## config.mk

```make
export PLATFORM = sky130hd
export DESIGN_NAME = banker_resource_allocator_core
export DESIGN_NICKNAME = d
export VERILOG_FILES = /design/src/rtl/bra_pkg.sv /design/src/rtl/bra_ctrl.sv /design/src/rtl/bra_datapath.sv /design/src/rtl/banker_resource_allocator_core.sv
export SDC_FILE = /design/constraint.sdc
export NUM_CORES = 2
export LEC_CHECK = 0
export ABC_AREA = 1
export BUFFER_PORTS_ARGS = -buffer_cell sky130_fd_sc_hd__buf_2
export CORE_MARGIN = 2
export CORE_UTILIZATION = 40
export CTS_BUF_LIST = sky130_fd_sc_hd__clkbuf_8 sky130_fd_sc_hd__clkbuf_16
export CTS_CLUSTER_DIAMETER = 80
export DETAILED_ROUTE_END_ITERATION = 8
export SYNTH_ARGS = -nofsm -noshare
export SYNTH_HDL_FRONTEND = slang
export SYNTH_SLANG_ARGS = --single-unit
```

## constraint.sdc

```tcl
create_clock -name clk -period 5 [get_ports clk]
set_clock_uncertainty 0.05 [all_clocks]
set_input_delay 0.25 -clock clk [delete_from_list [all_inputs] [get_ports clk]]
set_output_delay 0.25 -clock clk [all_outputs]
set_load 0.1 [all_outputs]
```

## src/rtl/bra_pkg.sv

```systemverilog
// shared types, codes and widths of the banker resource allocator
package bra_pkg;

    localparam int DEF_PROCESSES = 8;
    localparam int DEF_RESOURCES = 3;
    localparam int MAX_RESOURCES = 4;
    localparam int AMT_W         = 8;
    localparam int AVAIL_W       = 12;
    // available plus up to sixteen full allocations stays below 2**13
    localparam int WORK_W        = 13;

    typedef enum logic [2:0] {
        KIND_SET_AVAIL = 3'd0,
        KIND_SET_CLAIM = 3'd1,
        KIND_SET_ALLOC = 3'd2,
        KIND_REQUEST   = 3'd3,
        KIND_RELEASE   = 3'd4,
        KIND_CHECK     = 3'd5
    } kind_t;

    typedef enum logic [1:0] {
        RES_OK      = 2'd0,
        RES_UNSAFE  = 2'd1,
        RES_ILLEGAL = 2'd2,
        RES_SHORT   = 2'd3
    } result_t;

    typedef enum logic [2:0] {
        S_IDLE,
        S_EXEC,
        S_SCAN_INIT,
        S_SCAN,
        S_ROLL_LOAD,
        S_ROLLBACK,
        S_DONE
    } state_t;

    typedef struct packed {
        logic capture;
        logic exec;
        logic scan_init;
        logic scan_step;
        logic load_pid_row;
        logic rollback;
    } cmd_t;

    typedef struct packed {
        kind_t kind;
        logic  pid_ok;
        logic  over_need;
        logic  over_avail;
        logic  scan_end;
        logic  scan_safe;
    } stat_t;

endpackage

```

## src/rtl/bra_ctrl.sv

```systemverilog
// controller state machine and result register of the banker allocator
module bra_ctrl (
    input  logic              clk,
    input  logic              rst_n,
    input  logic              item_valid,
    output logic              item_stall,
    output logic              result_valid,
    input  logic              result_stall,
    output logic [1:0]        status,
    output bra_pkg::cmd_t     cmd,
    input  bra_pkg::stat_t    stat
);
    import bra_pkg::*;

    state_t  state_reg, state_next;
    result_t res_reg, res_next;
    result_t status_reg, status_next;
    logic    out_valid_reg, out_valid_next;

    always_ff @(posedge clk or negedge rst_n)
    begin
        if (!rst_n)
        begin
            state_reg     <= S_IDLE;
            res_reg       <= RES_OK;
            status_reg    <= RES_OK;
            out_valid_reg <= 1'b0;
        end
        else
        begin
            state_reg     <= state_next;
            res_reg       <= res_next;
            status_reg    <= status_next;
            out_valid_reg <= out_valid_next;
        end
    end

    always_comb
    begin
        state_next     = state_reg;
        res_next       = res_reg;
        status_next    = status_reg;
        out_valid_next = out_valid_reg && result_stall;
        cmd            = '0;
        unique case (state_reg)
            S_IDLE:
            begin
                if (item_valid)
                begin
                    cmd.capture = 1'b1;
                    state_next  = S_EXEC;
                end
            end
            S_EXEC:
            begin
                cmd.exec = 1'b1;
                unique case (stat.kind)
                    KIND_REQUEST:
                    begin
                        if (!stat.pid_ok || stat.over_need)
                        begin
                            res_next   = RES_ILLEGAL;
                            state_next = S_DONE;
                        end
                        else if (stat.over_avail)
                        begin
                            res_next   = RES_SHORT;
                            state_next = S_DONE;
                        end
                        else
                        begin
                            state_next = S_SCAN_INIT;
                        end
                    end
                    KIND_CHECK:
                    begin
                        state_next = S_SCAN_INIT;
                    end
                    default:
                    begin
                        res_next   = RES_OK;
                        state_next = S_DONE;
                    end
                endcase
            end
            S_SCAN_INIT:
            begin
                cmd.scan_init = 1'b1;
                state_next    = S_SCAN;
            end
            S_SCAN:
            begin
                cmd.scan_step = 1'b1;
                if (stat.scan_end)
                begin
                    if (stat.scan_safe)
                    begin
                        res_next   = RES_OK;
                        state_next = S_DONE;
                    end
                    else if (stat.kind == KIND_REQUEST)
                    begin
                        state_next = S_ROLL_LOAD;
                    end
                    else
                    begin
                        res_next   = RES_UNSAFE;
                        state_next = S_DONE;
                    end
                end
            end
            S_ROLL_LOAD:
            begin
                cmd.load_pid_row = 1'b1;
                state_next       = S_ROLLBACK;
            end
            S_ROLLBACK:
            begin
                cmd.rollback = 1'b1;
                res_next     = RES_UNSAFE;
                state_next   = S_DONE;
            end
            S_DONE:
            begin
                if (!out_valid_reg || !result_stall)
                begin
                    out_valid_next = 1'b1;
                    status_next    = res_reg;
                    state_next     = S_IDLE;
                end
            end
            default:
            begin
                state_next = S_IDLE;
            end
        endcase
    end

    assign item_stall   = (state_reg != S_IDLE);
    assign result_valid = out_valid_reg;
    assign status       = status_reg;

endmodule

```

## src/rtl/bra_datapath.sv

```systemverilog
// state tables, request checks and the row-serial safety scan
module bra_datapath #(
    parameter int NUM_PROCESSES = bra_pkg::DEF_PROCESSES,
    parameter int NUM_RESOURCES = bra_pkg::DEF_RESOURCES
) (
    input  logic                                              clk,
    input  logic                                              rst_n,
    input  logic [2:0]                                        kind,
    input  logic [3:0]                                        pid,
    input  logic [bra_pkg::MAX_RESOURCES-1:0][bra_pkg::AMT_W-1:0] amount,
    input  bra_pkg::cmd_t                                     cmd,
    output bra_pkg::stat_t                                    stat
);
    import bra_pkg::*;

    localparam int ROW_W = (NUM_PROCESSES > 1) ? $clog2(NUM_PROCESSES) : 1;
    localparam logic [ROW_W-1:0] LAST_ROW = ROW_W'(NUM_PROCESSES - 1);

    // request latched at accept
    kind_t              kind_reg;
    logic               pid_ok_reg;
    logic [ROW_W-1:0]   pid_row_reg;
    logic [AMT_W-1:0]   amt_reg [NUM_RESOURCES];

    // allocator state
    logic [AVAIL_W-1:0] avail_reg [NUM_RESOURCES];
    logic [AMT_W-1:0]   claim_reg [NUM_PROCESSES][NUM_RESOURCES];
    logic [AMT_W-1:0]   alloc_reg [NUM_PROCESSES][NUM_RESOURCES];
    logic [AMT_W-1:0]   need_reg  [NUM_PROCESSES][NUM_RESOURCES];

    // scan state
    logic [ROW_W-1:0]         row_reg;
    logic [WORK_W-1:0]        work_reg [NUM_RESOURCES];
    logic [NUM_PROCESSES-1:0] done_reg;
    logic                     progress_reg;

    logic                     over_need;
    logic                     over_avail;
    logic                     fit;
    logic [NUM_PROCESSES-1:0] done_next;
    logic                     progress_next;
    logic                     all_done;
    logic                     scan_end;
    logic [AMT_W-1:0]         need_claim [NUM_RESOURCES];
    logic [AMT_W-1:0]         need_alloc [NUM_RESOURCES];
    logic [AVAIL_W-1:0]       avail_rel  [NUM_RESOURCES];
    logic [WORK_W-1:0]        rel_sum    [NUM_RESOURCES];

    always_comb
    begin
        over_need  = 1'b0;
        over_avail = 1'b0;
        fit        = !done_reg[row_reg];
        for (int r = 0; r < NUM_RESOURCES; r++)
        begin
            if (amt_reg[r] > need_reg[row_reg][r])
                over_need = 1'b1;
            if ({{(AVAIL_W-AMT_W){1'b0}}, amt_reg[r]} > avail_reg[r])
                over_avail = 1'b1;
            if ({{(WORK_W-AMT_W){1'b0}}, need_reg[row_reg][r]} > work_reg[r])
                fit = 1'b0;
            // need after a claim write or an allocation write, floored at zero
            need_claim[r] = (amt_reg[r] > alloc_reg[row_reg][r]) ?
                            amt_reg[r] - alloc_reg[row_reg][r] : '0;
            need_alloc[r] = (claim_reg[row_reg][r] > amt_reg[r]) ?
                            claim_reg[row_reg][r] - amt_reg[r] : '0;
            rel_sum[r]    = {1'b0, avail_reg[r]} +
                            {{(WORK_W-AMT_W){1'b0}}, alloc_reg[row_reg][r]};
            avail_rel[r]  = rel_sum[r][WORK_W-1] ? '1 : rel_sum[r][AVAIL_W-1:0];
        end
        done_next = done_reg;
        if (fit)
            done_next[row_reg] = 1'b1;
        progress_next = progress_reg || fit;
        all_done      = &done_next;
        scan_end      = all_done || ((row_reg == LAST_ROW) && !progress_next);
    end

    always_ff @(posedge clk or negedge rst_n)
    begin
        if (!rst_n)
        begin
            kind_reg     <= KIND_SET_AVAIL;
            pid_ok_reg   <= 1'b0;
            pid_row_reg  <= '0;
            row_reg      <= '0;
            done_reg     <= '0;
            progress_reg <= 1'b0;
            for (int r = 0; r < NUM_RESOURCES; r++)
            begin
                amt_reg[r]   <= '0;
                avail_reg[r] <= '0;
                work_reg[r]  <= '0;
            end
            for (int p = 0; p < NUM_PROCESSES; p++)
            begin
                for (int r = 0; r < NUM_RESOURCES; r++)
                begin
                    claim_reg[p][r] <= '0;
                    alloc_reg[p][r] <= '0;
                    need_reg[p][r]  <= '0;
                end
            end
        end
        else
        begin
            if (cmd.capture)
            begin
                kind_reg    <= kind_t'(kind);
                pid_ok_reg  <= (int'(pid) < NUM_PROCESSES);
                pid_row_reg <= pid[ROW_W-1:0];
                row_reg     <= pid[ROW_W-1:0];
                for (int r = 0; r < NUM_RESOURCES; r++)
                    amt_reg[r] <= amount[r];
            end

            if (cmd.exec)
            begin
                case (kind_reg)
                    KIND_SET_AVAIL:
                    begin
                        for (int r = 0; r < NUM_RESOURCES; r++)
                            avail_reg[r] <= {{(AVAIL_W-AMT_W){1'b0}}, amt_reg[r]};
                    end
                    KIND_SET_CLAIM:
                    begin
                        if (pid_ok_reg)
                        begin
                            for (int r = 0; r < NUM_RESOURCES; r++)
                            begin
                                claim_reg[row_reg][r] <= amt_reg[r];
                                need_reg[row_reg][r]  <= need_claim[r];
                            end
                        end
                    end
                    KIND_SET_ALLOC:
                    begin
                        if (pid_ok_reg)
                        begin
                            for (int r = 0; r < NUM_RESOURCES; r++)
                            begin
                                alloc_reg[row_reg][r] <= amt_reg[r];
                                need_reg[row_reg][r]  <= need_alloc[r];
                            end
                        end
                    end
                    KIND_REQUEST:
                    begin
                        // tentative grant, undone after an unsafe scan
                        if (pid_ok_reg && !over_need && !over_avail)
                        begin
                            for (int r = 0; r < NUM_RESOURCES; r++)
                            begin
                                alloc_reg[row_reg][r] <= alloc_reg[row_reg][r] + amt_reg[r];
                                need_reg[row_reg][r]  <= need_reg[row_reg][r] - amt_reg[r];
                                avail_reg[r] <= avail_reg[r] -
                                                {{(AVAIL_W-AMT_W){1'b0}}, amt_reg[r]};
                            end
                        end
                    end
                    KIND_RELEASE:
                    begin
                        if (pid_ok_reg)
                        begin
                            for (int r = 0; r < NUM_RESOURCES; r++)
                            begin
                                avail_reg[r]          <= avail_rel[r];
                                alloc_reg[row_reg][r] <= '0;
                                need_reg[row_reg][r]  <= '0;
                            end
                        end
                    end
                    default:
                    begin
                    end
                endcase
            end

            if (cmd.scan_init)
            begin
                row_reg      <= '0;
                done_reg     <= '0;
                progress_reg <= 1'b0;
                for (int r = 0; r < NUM_RESOURCES; r++)
                    work_reg[r] <= {1'b0, avail_reg[r]};
            end

            if (cmd.scan_step)
            begin
                done_reg <= done_next;
                if (fit)
                begin
                    for (int r = 0; r < NUM_RESOURCES; r++)
                        work_reg[r] <= work_reg[r] +
                                       {{(WORK_W-AMT_W){1'b0}}, alloc_reg[row_reg][r]};
                end
                if (row_reg == LAST_ROW)
                begin
                    row_reg      <= '0;
                    progress_reg <= 1'b0;
                end
                else
                begin
                    row_reg      <= row_reg + 1'b1;
                    progress_reg <= progress_next;
                end
            end

            if (cmd.load_pid_row)
                row_reg <= pid_row_reg;

            if (cmd.rollback)
            begin
                for (int r = 0; r < NUM_RESOURCES; r++)
                begin
                    alloc_reg[row_reg][r] <= alloc_reg[row_reg][r] - amt_reg[r];
                    need_reg[row_reg][r]  <= need_reg[row_reg][r] + amt_reg[r];
                    avail_reg[r] <= avail_reg[r] + {{(AVAIL_W-AMT_W){1'b0}}, amt_reg[r]};
                end
            end
        end
    end

    assign stat.kind       = kind_reg;
    assign stat.pid_ok     = pid_ok_reg;
    assign stat.over_need  = over_need;
    assign stat.over_avail = over_avail;
    assign stat.scan_end   = scan_end;
    assign stat.scan_safe  = all_done;

endmodule

```

## src/rtl/banker_resource_allocator_core.sv

```systemverilog
// top level of the banker deadlock-avoidance resource allocator
// One request in, one status out. The block holds an available vector and, per
// process, a maximum claim, an allocation and a remaining need. Kinds: 0 sets
// available, 1 sets a claim, 2 sets an allocation (need = claim - allocation,
// floored at zero), 3 asks for units, 4 releases a process's units back to the
// pool (available saturates at 4095), 5 checks safety. A request that exceeds
// the need, or names no process, returns illegal (2); one that exceeds available
// returns insufficient (3); otherwise it is granted tentatively and the safety
// scan runs, and an unsafe outcome rolls the grant back and returns unsafe (1).
// Steps: loads, release and rejected requests pass from accept through the
// execute state to the done state. Check and surviving requests run the
// safety scan, which visits one process row per cycle with all resource
// compares in parallel and repeats the pass while some process finished in the
// previous one; an unsafe grant is then rolled back in the load and rollback
// states. All kinds end in the done state, which leaves for idle once the
// status is placed in the output register; the next request is taken in idle.
// One request is in work at a time; item_stall is high from accept until the
// status is placed in the output register, which holds it while result_stall
// is high.
module banker_resource_allocator_core #(
    parameter int NUM_PROCESSES = bra_pkg::DEF_PROCESSES,
    parameter int NUM_RESOURCES = bra_pkg::DEF_RESOURCES
) (
    input  logic       clk,
    input  logic       rst_n,
    // request channel
    input  logic       item_valid,
    output logic       item_stall,
    input  logic [2:0] kind,
    input  logic [3:0] pid,
    input  logic [7:0] amount_0,
    input  logic [7:0] amount_1,
    input  logic [7:0] amount_2,
    input  logic [7:0] amount_3,
    // result channel
    output logic       result_valid,
    input  logic       result_stall,
    output logic [1:0] status
);
    import bra_pkg::*;

    // amounts of types at or beyond NUM_RESOURCES are not looked at
    logic [MAX_RESOURCES-1:0][AMT_W-1:0] amount;
    cmd_t  cmd;
    stat_t stat;

    assign amount[0] = amount_0;
    assign amount[1] = amount_1;
    assign amount[2] = amount_2;
    assign amount[3] = amount_3;

    // sequencing: accept, execute, scan, rollback, hand off the status
    bra_ctrl u_ctrl (
        .clk          (clk),
        .rst_n        (rst_n),
        .item_valid   (item_valid),
        .item_stall   (item_stall),
        .result_valid (result_valid),
        .result_stall (result_stall),
        .status       (status),
        .cmd          (cmd),
        .stat         (stat)
    );

    // state tables plus the row-serial safety scan
    bra_datapath #(
        .NUM_PROCESSES (NUM_PROCESSES),
        .NUM_RESOURCES (NUM_RESOURCES)
    ) u_datapath (
        .clk    (clk),
        .rst_n  (rst_n),
        .kind   (kind),
        .pid    (pid),
        .amount (amount),
        .cmd    (cmd),
        .stat   (stat)
    );

endmodule
```

# After elaboration in Yosys (flattened, before gate mapping)
# Cells that the tools add are included.
# word_totals
register_bits	702
output_inout_bits	4
# op_classes
addsub	31
n_lt_le_gt_ge	20
n_eq_ne	20
muxes	118
bitwise_logic	11
reduce_logical	31
# op_table
op	n
$bwmux W192	24
$mux W192	11
$and A192 B192 Y192	6
$pmux W192 S4	1
$not A192 Y192	3
$pmux W192 S3	1
$bmux W24 S3	3
$demux W24 S3	3
$mux W24	7
$mux W36	4
$mux W39	3
$pmux W36 S3	1
$sub A8 B8 Y8	12
$mux W8	10
$gt A8 B8 Y1	9
$add A8 B8 Y8	6
$add A12 B8 Y13	3
$add A13 B8 Y13	3
$gt A8 B13 Y1	3
$add A12 B8 Y12	3
$gt A8 B12 Y1	3
$mux W12	3
$sub A12 B8 Y12	3
$mux W3	10
36 further kinds	96

# Longest topological paths before layout
# depth
depth_word	18
depth_mapped	32

# Hierarchy
# A second synthesis with hierarchy kept.
# unflattened
hier_cells	8525
area_unflattened_um2	56526.7
# modules_own_cells
module	instances	cells_each	area_per_inst_um2	seq_area_each_um2
bra_datapath	1	8438	55952.4	17366.7
bra_ctrl	1	87	574.3	200.2

# Least setup slack after synthesis
# Ideal clock, no wire load.
# synth_timing
kind	reg-to-reg
start	register u_datapath.row_reg[0]
end	register u_datapath.alloc_reg[179] (netlist bit)
setup_ps	131
arrival_time_ps	3933
t_required_ps	4819
slack_ps	886
stages_incl_launch_ff	27
n_path_buf	8
synth_period_minus_slack_ps	4114
cell_sequence	dfrtp_1 -> buf_4 -> nand2_1 -> buf_2 -> clkbuf_1 -> clkbuf_1 -> o21ai_0 -> a221oi_1 -> o2111ai_1 -> ha_1 -> buf_4 -> nand3_1 -> nand2_1 -> nand2_1 -> o21ai_2 -> nand2_1 -> nand2_2 -> inv_2 -> nor2_4 -> nand2_4 -> buf_6 -> buf_8 -> buf_6 -> o21ai_0 -> o21ai_1 -> nand3_1 -> o21ai_1
# synth_between
elab_chain_len	18
# synth_lines
element	line	text
start: declaration	bra_datapath.sv:32	logic [ROW_W-1:0] row_reg;
start signal: assignment	bra_datapath.sv:112	row_reg <= pid[ROW_W-1:0];
start signal: assignment	bra_datapath.sv:204	row_reg <= row_reg + 1'b1;
start signal: assignment	bra_datapath.sv:210	row_reg <= pid_row_reg;
$not A3 Y4 (not written as such) *	-	
$bmux W24 S3	bra_datapath.sv:56	if (amt_reg[r] > need_reg[row_reg][r])
$mux W24 (not written as such) (2 in series)	bra_datapath.sv:56	
$gt A8 B8 Y1	bra_datapath.sv:56	
$mux W1 (3 in series)	bra_datapath.sv:56	
$logic_not A1 Y1	bra_datapath.sv:150	if (pid_ok_reg && !over_need && !over_avail)
$logic_and A1 B1 Y1 (2 in series)	bra_datapath.sv:150	
$mux W192	bra_datapath.sv:150	
$pmux W192 S3	bra_datapath.sv:119	case (kind_reg)
$mux W192	bra_datapath.sv:117	if (cmd.exec)
$bwmux W192 (3 in series)	bra_datapath.sv:216	alloc_reg[row_reg][r] <= alloc_reg[row_reg][r] - amt_reg[r];
$mux W192 *	bra_datapath.sv:212	if (cmd.rollback)
end signal: indexed assignment	bra_datapath.sv:142	alloc_reg[row_reg][r] <= amt_reg[r];
end signal: indexed assignment	bra_datapath.sv:154	alloc_reg[row_reg][r] <= alloc_reg[row_reg][r] + amt_reg[r];
end signal: indexed assignment	bra_datapath.sv:216	
end: declaration	bra_datapath.sv:28	logic [AMT_W-1:0] alloc_reg [NUM_PROCESSES][NUM_RESOURCES];
# Mark *: on every way between the ends. The rest lies on a longest branch, timed or not. The select of a mux whose other input is x is not followed.
# A chain may end at the register's enable or synchronous reset.

# Worst setup path in the final report
# layout_timing
start	register u_datapath.row_reg[2]
end	register u_datapath.need_reg[148] (netlist bit)
# layout_between
elab_chain_len	18
# layout_lines
element	line	text
$not A3 Y4 (not written as such) *	-	
$bmux W24 S3	bra_datapath.sv:56, bra_datapath.sv:155, bra_datapath.sv:217	
$mux W24 (not written as such) (2 in series)	bra_datapath.sv:56, bra_datapath.sv:155, bra_datapath.sv:217	
$gt A8 B8 Y1	bra_datapath.sv:56	
$mux W1 (3 in series)	bra_datapath.sv:56	
$logic_not A1 Y1	bra_datapath.sv:150	
$logic_and A1 B1 Y1 (2 in series)	bra_datapath.sv:150	
$mux W192	bra_datapath.sv:150	
$pmux W192 S4	bra_datapath.sv:119	
$mux W192	bra_datapath.sv:117	
$bwmux W192 (3 in series)	bra_datapath.sv:217	need_reg[row_reg][r] <= need_reg[row_reg][r] + amt_reg[r];
$mux W192 *	bra_datapath.sv:212	
end signal: indexed assignment	bra_datapath.sv:143	need_reg[row_reg][r] <= need_alloc[r];
end signal: indexed assignment	bra_datapath.sv:155	need_reg[row_reg][r] <= need_reg[row_reg][r] - amt_reg[r];
end signal: indexed assignment	bra_datapath.sv:217	
end: declaration	bra_datapath.sv:29	logic [AMT_W-1:0] need_reg [NUM_PROCESSES][NUM_RESOURCES];
# Marked as above.

==> impl_metrics.py <==
metrics = {
    "critical_path": {
        "cp_max_fo": 38,
        "reg2reg_to": "u_datapath.need_reg[148]$_DFF_PN0_",
        "rr_startpoint": "u_datapath.row_reg[2]$_DFFE_PN0P_",
        "endpoint_kind": "register",
        "r2r_setup_slack_ns": 0.14,
        "crit_start": "u_datapath.row_reg[2]$_DFFE_PN0P_",
        "required_ns": 5.52,
        "path_class": "register to register",
        "path_cells": "inv_2 -> nor2_4 -> nand2_4 -> inv_4 -> buf_12 -> a22o_1 -> a221oi_1 -> o2111ai_1 -> buf_4 -> ha_1 -> nand2_1 -> inv_1 -> nand3_1 -> nand3_1 -> nand3_1 -> nor2_4 -> nand3_1 -> nand2_1 -> clkinv_1 -> buf_4 -> nand2_1 -> nand4_1 -> nand2_1 -> o21ai_0",
        "crit_path_start_kind": "register",
        "setup.worst_path.end": "u_datapath.need_reg[148]$_DFF_PN0_",
        "crit_arrival_ns": 5.39,
        "max_stage_delay_ns": 0.47,
        "cpMaxStageDelayCell": "dfrtp_2",
        "r2r_cells": 24,
    },
    "power_and_ir_drop": {
        "p_seq_frac": 0.170,
        "leakagePower_uw": 0.03118,
        "internal-power_uw": 24550,
        "netSwitchingFraction": 0.5768,
        "power_density_nw_per_um2": 874.0,
        "ir_drop_v": 0.0004405,
        "power_switching_uw": 33450,
        "clkPwrFrac": 0.128,
        "pwr-share-comb": 0.702,
    },
    "detailed_routing": {
        "avgViaCountPerCell": 6.145,
        "ant_nets": 0,
        "firstDrtPassIters": 9,
        "postRouteWirelength_um": 288300,
        "vias": 66560,
        "wire_per_inst_um": 26.62,
        "drt_iter0_markers": 9222,
        "remaining_drc_errors": 2,
    },
    "outcome": {
        "outcome": "finished, violations left",
        "violations": "DRC",
    },
    "job": {
        "drv_cap": 0,
    },
    "clocking": {
        "numCtsBuffers": 96,
        "clock_latency_ns": 0.77,
        "clock_sinks": 702,
        "cts_tree": "built",
        "clock_path_buffers": 3,
        "clockRootBuffer": "clkbuf_16",
        "cts.reportedPaths.clkPinSlew_ns": 0.06,
        "cts.htree.levels": 3,
    },
    "sta": {
        "timing.final.crit_share": 0.9730,
        "rsz0062_at_grt": "false",
        "setup_viol": 0,
        "finalSetupTns_ns": 0,
        "fin_crit_ns": 4.865,
        "hold_viol": 0,
        "fmax_mhz": 205.6,
        "slew_viol_final": 0,
        "relSlewSlack": 0.03281,
        "worst_pin_slew_ns": 1.447,
    },
    "floorplan": {
        "coreArea_um2": 143700,
        "io_pins": 47,
        "num_rows": 139,
        "die-width_um": 384.4,
        "dieArea_um2": 147800,
        "start_util": 0.4029,
        "die_h_um": 384.4,
    },
    "yosys": {
        "synth_top_area_frac": 0.3035,
        "yosysMostFrequentCell": "nand2_1",
        "yosysTopAreaCell": "dfrtp_1",
        "yosys_warnings": 0,
        "synth-main-ff-cell": "dfrtp_1",
        "syn-instance-count": 8767,
        "yosys-top-cells-count": "nand2_1 (2,584), a21oi_1 (937), o21ai_0 (884), dfrtp_1 (702), inv_1 (663)",
        "ys_seq_area_frac": 0.3035,
        "yosys_register_bits": 702,
        "synthesis.area_um2": 57880,
        "avgSynthCellArea_um2": 6.602,
        "synth_area_leaders": "dfrtp_1 (30%), nand2_1 (17%), a21oi_1 (8.1%)",
        "synth_edf_count": 0,
        "synth_cell_types": 65,
        "synth_async_sr_flop_share": 1.000,
        "postSynthNetCount": 9097,
    },
    "cells_and_area": {
        "finalNetCount": 9176,
        "fin_area_um2": 66370,
        "drive_gt1_frac": 0.09815,
        "layout-area-overhead-vs-synth_pct": 14.66,
    },
    "global_route": {
        "grt_max_degree": 146,
        "grt_pass1_wl_um": 418200,
        "grt_use_total": 0.3805,
        "antenna_found_initial": 16,
        "first_global_vias": 61480,
        "overflow": 0,
    },
    "worst_hold_path": {
        "hp-class": "primary input to asynchronous set/reset pin",
    },
    "placed_design": {
        "dp_hpwl_um": 190500,
        "port_buffers": 38,
        "gp_congestion": 0.9979,
        "place_area_um2": 62550,
    },
}
[metal layers]
metal | share of wire | GRT usage
met4 | 0.085 | 0.2754
met3 | 0.14 | 0.1269
met5 | 0.00059 | 0.004224
met2 | 0.40 | 0.5401
met1 | 0.38 | 0.4798
[cell usage in the layout, fill, tap and decap left out, drive strengths merged, types with 26 or more instances in the layout]
| cell type | Yosys | routed |
|---|---|---|
| nand2 | 2602 | 2602 |
| o21ai | 971 | 971 |
| a21oi | 953 | 953 |
| inv | 696 | 725 |
| dfrtp | 702 | 702 |
| buf | 197 | 540 |
| nand3 | 512 | 512 |
| nor2 | 482 | 482 |
| ha | 257 | 257 |
| a22oi | 154 | 154 |
| xor2 | 118 | 118 |
| clkbuf | 396 | 113 |
| o211ai | 106 | 106 |
| o22ai | 96 | 96 |
| a221oi | 80 | 80 |
| nand4 | 69 | 69 |
| a211oi | 58 | 58 |
| clkinv | 23 | 43 |
| a22o | 35 | 35 |
| nor3 | 35 | 35 |
| dlygate4sd3 | 0 | 34 |
| fa | 30 | 30 |
| a31oi | 26 | 26 |
[layout make-up]
| type | instances | area, µm² |
|---|---|---|
| diodes | 4 | 10.01 |
| clock buffers | 113 | 2636 |
| clock inverters | 64 | 732.0 |
| fillers | 14860 | 77290 |
| inverters | 719 | 2740 |
| multi-input cells | 6753 | 35310 |
| flip-flops and latches | 702 | 17570 |
| well taps | 1903 | 2381 |
| repair buffers | 574 | 4989 |
[worst min-delay path by stage]
stage          startpoint                                     to  slack (ns)  cells after the start
2_1_floorplan       rst_n          u_ctrl.res_reg[0]$_DFFE_PN0P_        -0.1                      0
3_3_place_gp        rst_n  u_datapath.claim_reg[146]$_DFFE_PN0P_        0.29                      1
3_5_place_dp        rst_n  u_datapath.claim_reg[146]$_DFFE_PN0P_        0.30                      1
4_1_cts             rst_n  u_datapath.claim_reg[146]$_DFFE_PN0P_        0.08                      2
5_1_grt             rst_n  u_datapath.claim_reg[146]$_DFFE_PN0P_        0.14                      2
6_report            rst_n  u_datapath.claim_reg[146]$_DFFE_PN0P_        0.07                      2
[power by group through the flow]
stage	Clock [µW]	Sequential (µW)	Combinational (µW)
2_1_floorplan	0	9280	22000
3_3_place_gp	0	9740	38400
3_5_place_dp	0	9810	38800
4_1_cts	7490	9730	39000
5_1_grt	7710	10100	43200
6_report	7440	9850	40700
[per-stage QoR]
| stage | std cells | hold WS (ns) | setup slack (ns) | util | total power, µW |
|---|---|---|---|---|---|
| floorplan | 8767 | -0.09559 | 0.8857 | - | 31280 |
| global placement | 10610 | 0.2912 | 0.1989 | 0.4354 | 48170 |
| detailed placement | 10610 | 0.2994 | 0.08679 | 0.4354 | 48590 |
| CTS | 10830 | 0.07833 | 0.04267 | 0.4612 | 56200 |
| global route | 10830 | 0.1366 | 0.006938 | 0.4619 | 60980 |
| finish | 10830 | 0.06831 | 0.1351 | 0.4620 | 58000 |
[logic make-up after synthesis]
kind of cell	synth area share
flops	0.3035
fa+ha+maj	0.06593
buf+inv	0.08975
compound gates	0.2569
xor+xnor	0.02043
simple gates	0.2629
mux	0.0005836
[repair_timing]
item,CTS,global route
setup buffers,0,3
hold buffers,34,0
setup endpoints to repair,0,329
endpoints found under the hold margin,121,0
gates resized for setup,0,20
[worst max-delay path, delay by kind of cell (launching register included)]
kind	cells	cell delay, ns
AND/OR/NAND/NOR	12	1.52
buffers and inverters	7	1.39
AO/OA/AOI/OAI	4	0.82
flip-flops	1	0.47
adder cells (fa/ha/maj)	1	0.31
No activity file was read; power rests on OpenSTA's default activity.
